File: src/rtl/core/sga_pkg.sv
// Shared widths, reset values and types for the softened gravity accumulator.
// No dependencies; every other file in rtl/core imports this package.
package sga_pkg;

  localparam int FRAC_BITS = 24;
  localparam int POS_W     = 32;
  localparam int MAG_W     = 32;
  localparam int DIFF_W    = POS_W + 1;
  localparam int SOFT_W    = 32;
  localparam int ACC_W     = 48;
  // s2 < 3 * 2^(64-F) + 2^32 < 2^(66-F)
  localparam int S2_W      = 66 - FRAC_BITS;
  localparam int N_W       = S2_W + FRAC_BITS;
  localparam int R_W       = N_W / 2;
  localparam int MA_W      = S2_W;
  localparam int MB_W      = R_W;
  localparam int P_W       = MA_W + MB_W;
  localparam int DEN_W     = P_W;
  localparam int NUM_W     = MAG_W + 2 * FRAC_BITS;

  localparam logic [SOFT_W-1:0] SOFT_RESET = SOFT_W'(370);
  localparam logic [ACC_W-1:0]  MAG_LIMIT  = {1'b1, {(ACC_W-1){1'b0}}};
  localparam logic [ACC_W-1:0]  SUM_MAX    = {1'b0, {(ACC_W-1){1'b1}}};
  localparam logic [ACC_W-1:0]  SUM_MIN    = {1'b1, {(ACC_W-1){1'b0}}};

  typedef struct packed {
    logic [ACC_W-1:0] mag;
    logic             clip;
  } sga_div_res_t;

endpackage

File: src/rtl/core/sga_if.sv
// Handshake channels of the accumulator: source pairs in, summed results out.
// Depends on sga_pkg for field widths.
interface sga_pair_if import sga_pkg::*; ();
  logic                    valid;
  logic                    ready;
  logic signed [POS_W-1:0] target_x;
  logic signed [POS_W-1:0] target_y;
  logic signed [POS_W-1:0] target_z;
  logic signed [POS_W-1:0] source_x;
  logic signed [POS_W-1:0] source_y;
  logic signed [POS_W-1:0] source_z;
  logic                    last_source;

  modport source (output valid, target_x, target_y, target_z, source_x, source_y,
                  source_z, last_source, input ready);
  modport sink (input valid, target_x, target_y, target_z, source_x, source_y,
                source_z, last_source, output ready);
endinterface

interface sga_result_if import sga_pkg::*; ();
  logic                    valid;
  logic                    ready;
  logic signed [ACC_W-1:0] accel_x;
  logic signed [ACC_W-1:0] accel_y;
  logic signed [ACC_W-1:0] accel_z;
  logic                    saturated;

  modport source (output valid, accel_x, accel_y, accel_z, saturated, input ready);
  modport sink (input valid, accel_x, accel_y, accel_z, saturated, output ready);
endinterface

File: src/rtl/core/sga_mul.sv
// Shift-and-add multiplier, one multiplier bit per cycle.
// Depends on sga_pkg for operand widths.
module sga_mul import sga_pkg::*; (
  input  logic            clk,
  input  logic            rst,
  input  logic            go,
  input  logic [MA_W-1:0] a,
  input  logic [MB_W-1:0] b,
  output logic            done,
  output logic [P_W-1:0]  p
);

  localparam int CW = $clog2(MB_W + 1);

  logic [MA_W-1:0] mcand;
  logic [CW-1:0]   cnt;
  logic            busy;
  logic [MA_W:0]   upper;

  // low part of p holds the multiplier bits still to be used
  assign upper = {1'b0, p[P_W-1:MB_W]} + (p[0] ? {1'b0, mcand} : {(MA_W+1){1'b0}});

  always_ff @(posedge clk) begin
    if (rst) begin
      busy <= 1'b0;
      done <= 1'b0;
    end else begin
      done <= 1'b0;
      if (go) begin
        busy  <= 1'b1;
        cnt   <= CW'(MB_W);
        mcand <= a;
        p     <= {{MA_W{1'b0}}, b};
      end else if (busy) begin
        p   <= {upper, p[MB_W-1:1]};
        cnt <= cnt - CW'(1);
        if (cnt == CW'(1)) begin
          busy <= 1'b0;
          done <= 1'b1;
        end
      end
    end
  end

endmodule

File: src/rtl/core/sga_isqrt.sv
// Integer square root, digit by digit: one root bit per cycle.
// Depends on sga_pkg for widths.
module sga_isqrt import sga_pkg::*; (
  input  logic           clk,
  input  logic           rst,
  input  logic           go,
  input  logic [N_W-1:0] n,
  output logic           done,
  output logic [R_W-1:0] root
);

  localparam int CW = $clog2(R_W + 1);

  logic [N_W-1:0] nsh;
  logic [R_W+1:0] rem;
  logic [CW-1:0]  cnt;
  logic           busy;
  logic [R_W+1:0] rem2;
  logic [R_W+1:0] trial;
  logic           ge;

  // remainder stays below 2^R_W until the final step, whose remainder is dropped
  assign rem2  = {rem[R_W-1:0], nsh[N_W-1 -: 2]};
  assign trial = {root, 2'b01};
  assign ge    = rem2 >= trial;

  always_ff @(posedge clk) begin
    if (rst) begin
      busy <= 1'b0;
      done <= 1'b0;
    end else begin
      done <= 1'b0;
      if (go) begin
        busy <= 1'b1;
        cnt  <= CW'(R_W);
        nsh  <= n;
        rem  <= '0;
        root <= '0;
      end else if (busy) begin
        nsh  <= {nsh[N_W-3:0], 2'b00};
        rem  <= ge ? rem2 - trial : rem2;
        root <= {root[R_W-2:0], ge};
        cnt  <= cnt - CW'(1);
        if (cnt == CW'(1)) begin
          busy <= 1'b0;
          done <= 1'b1;
        end
      end
    end
  end

endmodule

File: src/rtl/core/sga_div.sv
// Restoring divider, one numerator bit per cycle, with quotient clamp at 2^47.
// Depends on sga_pkg for widths and the result struct.
module sga_div import sga_pkg::*; (
  input  logic             clk,
  input  logic             rst,
  input  logic             go,
  input  logic [MAG_W-1:0] mag,
  input  logic [DEN_W-1:0] den,
  output logic             done,
  output sga_div_res_t     res
);

  localparam int CW = $clog2(NUM_W + 1);

  logic [NUM_W-1:0] num;
  logic [DEN_W-1:0] rem;
  logic [DEN_W-1:0] dreg;
  logic [ACC_W-1:0] q;
  logic             ovf;
  logic [CW-1:0]    cnt;
  logic             busy;
  logic [DEN_W:0]   rem2;
  logic [DEN_W:0]   diff;
  logic             ge;
  logic             big;

  assign rem2 = {rem, num[NUM_W-1]};
  assign diff = rem2 - {1'b0, dreg};
  assign ge   = rem2 >= {1'b0, dreg};

  // quotient bits shifted out of the top mean the magnitude is far too large
  assign big      = ovf || (q > MAG_LIMIT);
  assign res.mag  = big ? MAG_LIMIT : q;
  assign res.clip = big;

  always_ff @(posedge clk) begin
    if (rst) begin
      busy <= 1'b0;
      done <= 1'b0;
    end else begin
      done <= 1'b0;
      if (go) begin
        busy <= 1'b1;
        cnt  <= CW'(NUM_W);
        num  <= {mag, {(2*FRAC_BITS){1'b0}}};
        dreg <= den;
        rem  <= '0;
        q    <= '0;
        ovf  <= 1'b0;
      end else if (busy) begin
        num <= {num[NUM_W-2:0], 1'b0};
        rem <= ge ? diff[DEN_W-1:0] : rem2[DEN_W-1:0];
        q   <= {q[ACC_W-2:0], ge};
        ovf <= ovf | q[ACC_W-1];
        cnt <= cnt - CW'(1);
        if (cnt == CW'(1)) begin
          busy <= 1'b0;
          done <= 1'b1;
        end
      end
    end
  end

endmodule

File: src/rtl/core/softened_gravity_accumulator.sv
// Channel  | Dir | Contents
// pair     | in  | target and source positions (Q8.24), last_source mark
// result   | out | saturated acceleration sums (Q23.24), saturated flag
// wr_en    | in  | softening_squared write (wr_data, unsigned Q8.24)
//
// One item at a time: a new pair is accepted only after the last one is through the
// bit-serial units (at FRAC_BITS 24: three squares and one product of 33 steps each on the
// shared multiplier, a 33-step root, three divisions of 32 + 2*FRAC_BITS steps), each
// unit started and finished by a registered pulse; a zero s2 skips the product and divisions.
// rst is synchronous: sums and clip flag clear, softening_squared returns to 370.
// pair.ready is high only while idle; a finished result waits in the output
// register, and a run end stalls only while the previous result is still held.
// Depends on sga_pkg, sga_if, sga_mul, sga_isqrt and sga_div.
module softened_gravity_accumulator import sga_pkg::*; (
  input  logic                clk,
  input  logic                rst,
  sga_pair_if.sink            pair,
  sga_result_if.source        result,
  input  logic                wr_en,
  input  logic [SOFT_W-1:0]   wr_data
);

  typedef enum logic [2:0] {
    IDLE, SQUARE, ROOT, DENOM, DIVIDE, POST
  } state_t;

  state_t            state;
  logic [SOFT_W-1:0] softening;
  logic [MAG_W-1:0]  dmag [3];
  logic              dneg [3];
  logic [ACC_W-1:0]  sum [3];
  logic              clip_flag;
  logic              last;
  logic [S2_W-1:0]   s2;
  logic [DEN_W-1:0]  den;
  logic [1:0]        k;

  logic              mul_go;
  logic              mul_go_next;
  logic [MA_W-1:0]   mul_a;
  logic [MB_W-1:0]   mul_b;
  logic              mul_done;
  logic [P_W-1:0]    mul_p;
  logic              sq_go;
  logic              sq_go_next;
  logic              sq_done;
  logic [R_W-1:0]    sq_root;
  logic              div_go;
  logic              div_go_next;
  logic [MAG_W-1:0]  div_mag;
  logic              div_done;
  sga_div_res_t      div_res;

  logic [DIFF_W-1:0] d_x, d_y, d_z;
  logic [ACC_W:0]    contrib;
  logic [ACC_W:0]    sumw;
  logic              sum_ovf;
  logic [ACC_W-1:0]  sum_next;
  logic              free_out;

  sga_mul u_mul (
    .clk (clk), .rst (rst), .go (mul_go), .a (mul_a), .b (mul_b),
    .done (mul_done), .p (mul_p)
  );

  sga_isqrt u_isqrt (
    .clk (clk), .rst (rst), .go (sq_go), .n ({s2, {FRAC_BITS{1'b0}}}),
    .done (sq_done), .root (sq_root)
  );

  sga_div u_div (
    .clk (clk), .rst (rst), .go (div_go), .mag (div_mag), .den (den),
    .done (div_done), .res (div_res)
  );

  assign d_x = {pair.target_x[POS_W-1], pair.target_x} - {pair.source_x[POS_W-1], pair.source_x};
  assign d_y = {pair.target_y[POS_W-1], pair.target_y} - {pair.source_y[POS_W-1], pair.source_y};
  assign d_z = {pair.target_z[POS_W-1], pair.target_z} - {pair.source_z[POS_W-1], pair.source_z};

  // contribution opposes the offset: subtract when the offset is positive
  assign contrib  = dneg[k] ? {1'b0, div_res.mag} : -{1'b0, div_res.mag};
  assign sumw     = {sum[k][ACC_W-1], sum[k]} + contrib;
  assign sum_ovf  = sumw[ACC_W] ^ sumw[ACC_W-1];
  assign sum_next = sum_ovf ? (sumw[ACC_W] ? SUM_MIN : SUM_MAX) : sumw[ACC_W-1:0];

  assign free_out   = !result.valid || result.ready;
  assign pair.ready = (state == IDLE);

  // start pulses for the serial units
  assign mul_go_next = (state == IDLE && pair.valid) ||
                       (state == SQUARE && mul_done && k != 2'd2) ||
                       (state == ROOT && s2 != '0 && sq_done);
  assign sq_go_next  = (state == SQUARE && mul_done && k == 2'd2);
  assign div_go_next = (state == DENOM && mul_done) ||
                       (state == DIVIDE && div_done && k != 2'd2);

  function automatic logic [MAG_W-1:0] abs_diff(input logic [DIFF_W-1:0] d);
    logic [DIFF_W-1:0] a;
    a = d[DIFF_W-1] ? -d : d;
    return a[MAG_W-1:0];
  endfunction

  always_ff @(posedge clk) begin
    if (rst) begin
      state        <= IDLE;
      softening    <= SOFT_RESET;
      sum[0]       <= '0;
      sum[1]       <= '0;
      sum[2]       <= '0;
      clip_flag    <= 1'b0;
      result.valid <= 1'b0;
      mul_go       <= 1'b0;
      sq_go        <= 1'b0;
      div_go       <= 1'b0;
    end else begin
      mul_go <= mul_go_next;
      sq_go  <= sq_go_next;
      div_go <= div_go_next;
      if (wr_en) begin
        softening <= wr_data;
      end
      if (result.valid && result.ready && !(state == POST && last)) begin
        result.valid <= 1'b0;
      end
      case (state)
        IDLE: begin
          if (pair.valid) begin
            dmag[0] <= abs_diff(d_x);
            dmag[1] <= abs_diff(d_y);
            dmag[2] <= abs_diff(d_z);
            dneg[0] <= d_x[DIFF_W-1];
            dneg[1] <= d_y[DIFF_W-1];
            dneg[2] <= d_z[DIFF_W-1];
            last    <= pair.last_source;
            s2      <= S2_W'(softening);
            k       <= 2'd0;
            mul_a   <= MA_W'(abs_diff(d_x));
            mul_b   <= MB_W'(abs_diff(d_x));
            state   <= SQUARE;
          end
        end
        SQUARE: begin
          if (mul_done) begin
            s2 <= s2 + mul_p[FRAC_BITS +: S2_W];
            if (k == 2'd2) begin
              state <= ROOT;
            end else begin
              k      <= k + 2'd1;
              mul_a  <= MA_W'(dmag[k + 2'd1]);
              mul_b  <= MB_W'(dmag[k + 2'd1]);
            end
          end
        end
        ROOT: begin
          // a zero s2 adds nothing; the root started on it is left to finish
          if (s2 == '0) begin
            state <= POST;
          end else if (sq_done) begin
            mul_a  <= s2;
            mul_b  <= sq_root;
            state  <= DENOM;
          end
        end
        DENOM: begin
          if (mul_done) begin
            den     <= mul_p;
            k       <= 2'd0;
            div_mag <= dmag[0];
            state   <= DIVIDE;
          end
        end
        DIVIDE: begin
          if (div_done) begin
            sum[k]    <= sum_next;
            clip_flag <= clip_flag | div_res.clip | sum_ovf;
            if (k == 2'd2) begin
              state <= POST;
            end else begin
              k       <= k + 2'd1;
              div_mag <= dmag[k + 2'd1];
            end
          end
        end
        POST: begin
          if (!last) begin
            state <= IDLE;
          end else if (free_out) begin
            result.valid     <= 1'b1;
            result.accel_x   <= sum[0];
            result.accel_y   <= sum[1];
            result.accel_z   <= sum[2];
            result.saturated <= clip_flag;
            sum[0]           <= '0;
            sum[1]           <= '0;
            sum[2]           <= '0;
            clip_flag        <= 1'b0;
            state            <= IDLE;
          end
        end
        default: state <= IDLE;
      endcase
    end
  end

endmodule
File: src/flat_wrapper.sv
// flat-port wrapper written by rule: the top's interface ports become plain ports
module softened_gravity_accumulator_flat import sga_pkg::*;
  (clk, rst, wr_en, wr_data, pair_valid, pair_target_x, pair_target_y, pair_target_z, pair_source_x, pair_source_y, pair_source_z, pair_last_source, pair_ready, result_valid, result_accel_x, result_accel_y, result_accel_z, result_saturated, result_ready);
  sga_pair_if pair_i ();
  sga_result_if result_i ();
  input  logic clk;
  input  logic rst;
  input  logic wr_en;
  input  logic [SOFT_W-1:0] wr_data;
  input wire logic [$bits(pair_i.valid)-1:0] pair_valid;
  input wire logic [$bits(pair_i.target_x)-1:0] pair_target_x;
  input wire logic [$bits(pair_i.target_y)-1:0] pair_target_y;
  input wire logic [$bits(pair_i.target_z)-1:0] pair_target_z;
  input wire logic [$bits(pair_i.source_x)-1:0] pair_source_x;
  input wire logic [$bits(pair_i.source_y)-1:0] pair_source_y;
  input wire logic [$bits(pair_i.source_z)-1:0] pair_source_z;
  input wire logic [$bits(pair_i.last_source)-1:0] pair_last_source;
  output wire logic [$bits(pair_i.ready)-1:0] pair_ready;
  output wire logic [$bits(result_i.valid)-1:0] result_valid;
  output wire logic [$bits(result_i.accel_x)-1:0] result_accel_x;
  output wire logic [$bits(result_i.accel_y)-1:0] result_accel_y;
  output wire logic [$bits(result_i.accel_z)-1:0] result_accel_z;
  output wire logic [$bits(result_i.saturated)-1:0] result_saturated;
  input wire logic [$bits(result_i.ready)-1:0] result_ready;
  assign pair_i.valid = pair_valid;
  assign pair_i.target_x = pair_target_x;
  assign pair_i.target_y = pair_target_y;
  assign pair_i.target_z = pair_target_z;
  assign pair_i.source_x = pair_source_x;
  assign pair_i.source_y = pair_source_y;
  assign pair_i.source_z = pair_source_z;
  assign pair_i.last_source = pair_last_source;
  assign pair_ready = pair_i.ready;
  assign result_valid = result_i.valid;
  assign result_accel_x = result_i.accel_x;
  assign result_accel_y = result_i.accel_y;
  assign result_accel_z = result_i.accel_z;
  assign result_saturated = result_i.saturated;
  assign result_i.ready = result_ready;
  softened_gravity_accumulator u_core (.clk(clk), .rst(rst), .pair(pair_i), .result(result_i), .wr_en(wr_en), .wr_data(wr_data));
endmodule
File: config.mk
export PLATFORM = sky130hd
export DESIGN_NAME = softened_gravity_accumulator_flat
export DESIGN_NICKNAME = d
export VERILOG_FILES = /design/src/rtl/core/sga_pkg.sv /design/src/rtl/core/sga_if.sv /design/src/rtl/core/sga_mul.sv /design/src/rtl/core/sga_isqrt.sv /design/src/rtl/core/sga_div.sv /design/src/rtl/core/softened_gravity_accumulator.sv /design/src/flat_wrapper.sv
export SDC_FILE = /design/constraint.sdc
export NUM_CORES = 2
export LEC_CHECK = 0
export BUFFER_PORTS_ARGS = -buffer_cell sky130_fd_sc_hd__buf_2
export CORE_MARGIN = 2
export CORE_UTILIZATION = 33
export CTS_CLUSTER_SIZE = 25
export DETAILED_ROUTE_END_ITERATION = 7
export GPL_TIMING_DRIVEN = 0
export PLACE_DENSITY = 0.44
export SETUP_SLACK_MARGIN = 0.3
export SLEW_MARGIN = 20
export SYNTH_ARGS = -nofsm -noshare
export SYNTH_HDL_FRONTEND = slang
export SYNTH_SLANG_ARGS = --single-unit
File: constraint.sdc
create_clock -name clk -period 21.8 [get_ports clk]
set_input_delay 4.36 -clock clk [delete_from_list [all_inputs] [get_ports clk]]
set_output_delay 4.36 -clock clk [all_outputs]
set_load 0.02 [all_outputs]
==> results_dict.tcl <==
set metrics [dict create \
    synth_largest_area_cell "edfxtp_1" \
    synth_top_area_frac 0.504 \
    synth_warnings 0 \
    fmax_ghz 0.0976 \
    ant_nets 0 \
    synth_area_mm2 0.0678 \
    ioPinCount 377 \
    synth_edf_count 1138 \
    synth.area.top_cells "edfxtp_1 50%, ha_1 6.5%, a21oi_1 3.7%" \
    layout.nets 7419 \
    ys_seq_elements 1186 \
    start_util 0.332 \
    startpoint "u_core.u_div.q[25]$_SDFFCE_PP0P_" \
    hold_path_class "reg2reg" \
    dr.first_iter.drc_count 3899 \
    cp-start-kind "register" \
    setup-violations-final 0 \
    cts_buffers 138 \
    fin_cells 9636 \
    core_area_mm2 0.204 \
    grt_pass1_wl_um 330000 \
    fin_area_mm2 0.0788 \
    vias_per_cell 5.25 \
    routed_wl_um 223000 \
    drcViolationCount 0 \
    syn_nets 6857 \
    cap_viol_max_count 0 \
    clkTransAtPathRegs_ns 0.06 \
    reg2reg_from "u_core.u_div.q[25]$_SDFFCE_PP0P_" \
    critPathKind "reg2reg" \
    max-slew-margin-rel 0.208 \
    ctsLongestPathBuffers 3 \
    wl_per_cell_um 23.2 \
    grt_usage 0.209 \
    crit_slowest_cell "clkbuf_1" \
    clock_sinks 1186 \
    crit_required_ns 22.25 \
    first_global_vias 49725 \
    cp-end-kind "register" \
    yosysSeqAreaShare 0.518 \
    endpoint "u_core.sum[3][45]$_DFFE_PP_" \
    dp.cells 9376 \
    dr.pass1.iters 8 \
    worstMarginPinSlew_ns 1.18 \
    slew_viol_final 0 \
    postSynthAreaPerCell_um2 10.8 \
    grt_max_degree 49 \
    synthCells 6266 \
    status "finished, final reports clean" \
    post_cts_resized 0 \
    dp_hpwl_um 176000 \
    slowest_delay_ns 0.81 \
    die_x_um 457 \
    skew_ns 0.0379 \
    die_h_um 457 \
    r2r_cells 30 \
    ys.flop_type "edfxtp_1" \
    nFillCells 20246 \
    cts_tree "built" \
    tns_ns 0 \
    die_area_mm2 0.209 \
    post-cts-setup-buffers 0 \
    period_share 0.470 \
    post_dp_cell_area_mm2 0.0741 \
    period_minus_slack_ns 10.25 \
    hold_violations 0 \
    cp.arrival_ns 10.70 \
    ctsHoldBuffers 0 \
    area_growth_pct 16.2 \
    peakVddDrop_v 0.0000782 \
    antenna_found_initial 25 \
    drive_above_1_share 0.130 \
    num_vias 50626 \
    rsz0062_at_grt "false" \
    globalRouteOverflowTotal 0 \
    rows 166 \
    root_buffer "clkbuf_16" \
    gp_congestion 0.925 \
    crit_fanout 10 \
    ys_types 98 \
    portBuffers 374 \
    cpMostUsedCell "o21ai_0" \
    power_leakage_uw 0.0303 \
    synthArstFlopShare 0 \
    r2r_slack_ns 11.55 \
    power_density_mw_per_mm2 108 \
    htreeDepth 4 \
    clk_latency_ns 0.81 \
    worstReg2RegEnd "u_core.sum[3][45]$_DFFE_PP_" \
]
layout make-up:
type / instances / area [µm²] / share of cell area
Timing Repair Buffer: 422 / 2780 / 0.0353
Antenna cell: 7 / 17.5 / 0.000222
Tap cell: 2688 / 3360 / 0.0427
Multi-Input combinational cell: 4448 / 30300 / 0.385
Buffer: 277 / 1110 / 0.0141
Inverter: 355 / 1330 / 0.0169
Sequential cell: 1186 / 35100 / 0.446
Clock buffer: 178 / 3680 / 0.0468
Clock inverter: 75 / 1000 / 0.0127
routing by layer:
layer / GRT usage / up-vias / routed length, µm
met5: 0 / - / 0
met4: 0.0673 / 0 / 7000
met3: 0.0230 / 282 / 8000
met2: 0.341 / 1180 / 104000
met1: 0.290 / 24818 / 104000
li1: - / 24346 / -
critical path, delay by kind of cell (launching register included):
family,cells,cell delay [ns]
and+or+nand+nor,10,2.84
buffers and inverters,3,1.96
muxes,1,0.22
DFF,1,0.50
adders and majority gates,2,0.66
AOI/OAI and AO/OA,14,3.73
kinds of logic (layout without fill, tap and decap cells):
kind of cell,count (synthesis),count (layout),share of synthesized area
AO/OA/AOI/OAI,1662,1662,0.155
XOR/XNOR,389,389,0.0505
adder cells (fa/ha/maj),364,364,0.0679
buffers and inverters,632,1307,0.0359
flip-flops,1186,1186,0.518
multiplexers,238,238,0.0461
other,0,7,0
AND/OR/NAND/NOR,1795,1795,0.126
through the flow:
stage | hold WS (ns) | setup slack, ns | total power, µW | utilization
final | 0.413 | 11.55 | 8530 | 0.385
after global routing | 0.416 | 10.80 | 8960 | 0.385
after CTS | 0.410 | 11.63 | 8570 | 0.385
after detailed placement | 0.405 | 11.70 | 6120 | 0.362
after global placement | 0.403 | 4.74 | 6110 | 0.357
after floorplan | 0.400 | 9.11 | 4990 | -
synthesized netlist by cell type (all sizes together) (45+ instances only):
master and n:
edfxtp 1138, nor2 633, a21oi 507, nand2 438, o21ai 387, ha 354, inv 353, xnor2 246
clkbuf 216, a21o 200, xor2 143, mux2 113, nor2b 108, and2 98, nand3 88, mux2i 77
nor3 77, a211oi 70, a31oi 67, o21bai 65, nand4 62, buf 61, nand2b 50, o21a 49
and3 48, dfxtp 48, mux4 48, nor4 45
how the worst min path moves through the flow:
stage	end	cells past startpoint	slack (ns)	start
after floorplan	u_core.u_div.dreg[0]$_DFFE_PP_	0	0.40	u_core.den[0]$_DFFE_PP_
after global placement	u_core.u_mul.mcand[2]$_DFFE_PP_	0	0.40	u_core.mul_a[2]$_DFFE_PP_
after detailed placement	u_core.u_div.dreg[14]$_DFFE_PP_	0	0.40	u_core.den[14]$_DFFE_PP_
after CTS	u_core.u_mul.mcand[39]$_DFFE_PP_	0	0.41	u_core.mul_a[39]$_DFFE_PP_
after global routing	u_core.u_mul.mcand[27]$_DFFE_PP_	0	0.42	u_core.mul_a[27]$_DFFE_PP_
final	u_core.u_div.dreg[17]$_DFFE_PP_	0	0.41	u_core.den[17]$_DFFE_PP_
placed cells by master, fill, tap and decap left out, types with 24 or more instances in the layout:
master,synthesis,routed
o31ai_1,31,31
xor2_1,143,143
o21a_1,48,48
edfxtp_1,1138,1138
and3_1,48,48
o21bai_1,65,64
a21o_1,200,200
nand2_1,438,435
mux2_2,113,113
o21ai_1,29,29
a21oi_1,504,503
clkbuf_16,0,139
nand2b_1,50,50
nand4_1,62,62
buf_12,0,24
ha_1,354,354
a211oi_1,67,67
mux2i_1,77,77
and2_1,97,96
nor4_1,44,44
nor2b_1,107,106
mux4_2,48,48
buf_2,31,406
o21ai_0,358,358
dfxtp_1,48,48
nand3_1,88,88
nor2_1,633,627
xnor2_1,244,244
o211ai_1,32,32
nor3_1,77,77
or3_1,32,32
inv_1,353,353
buf_1,27,25
a31oi_1,66,66
clkbuf_1,215,246
flip-flops by register name, indices dropped and copies added, names as in the netlist, 42 cells and up, named ones only:
register	flops
result_accel_z	48
u_core.u_div.q	48
u_core.mul_a	42
u_core.sum	192
result_accel_y	48
u_core.den	75
result_accel_x	48
u_core.u_mul.p	75
u_core.dmag	96
u_core.u_div.dreg	75
u_core.u_div.rem	75
u_core.u_mul.mcand	42
u_core.s2	42
u_core.u_isqrt.nsh	42
report_power, final:
group | switching (µW) | total [µW] | internal [µW]
clock network | 1010 | 2420 | 1420
registers | 223 | 3130 | 2910
logic | 1960 | 2980 | 1010
total | 3190 | 8530 | 5340
(Power assumes the default switching activity.)
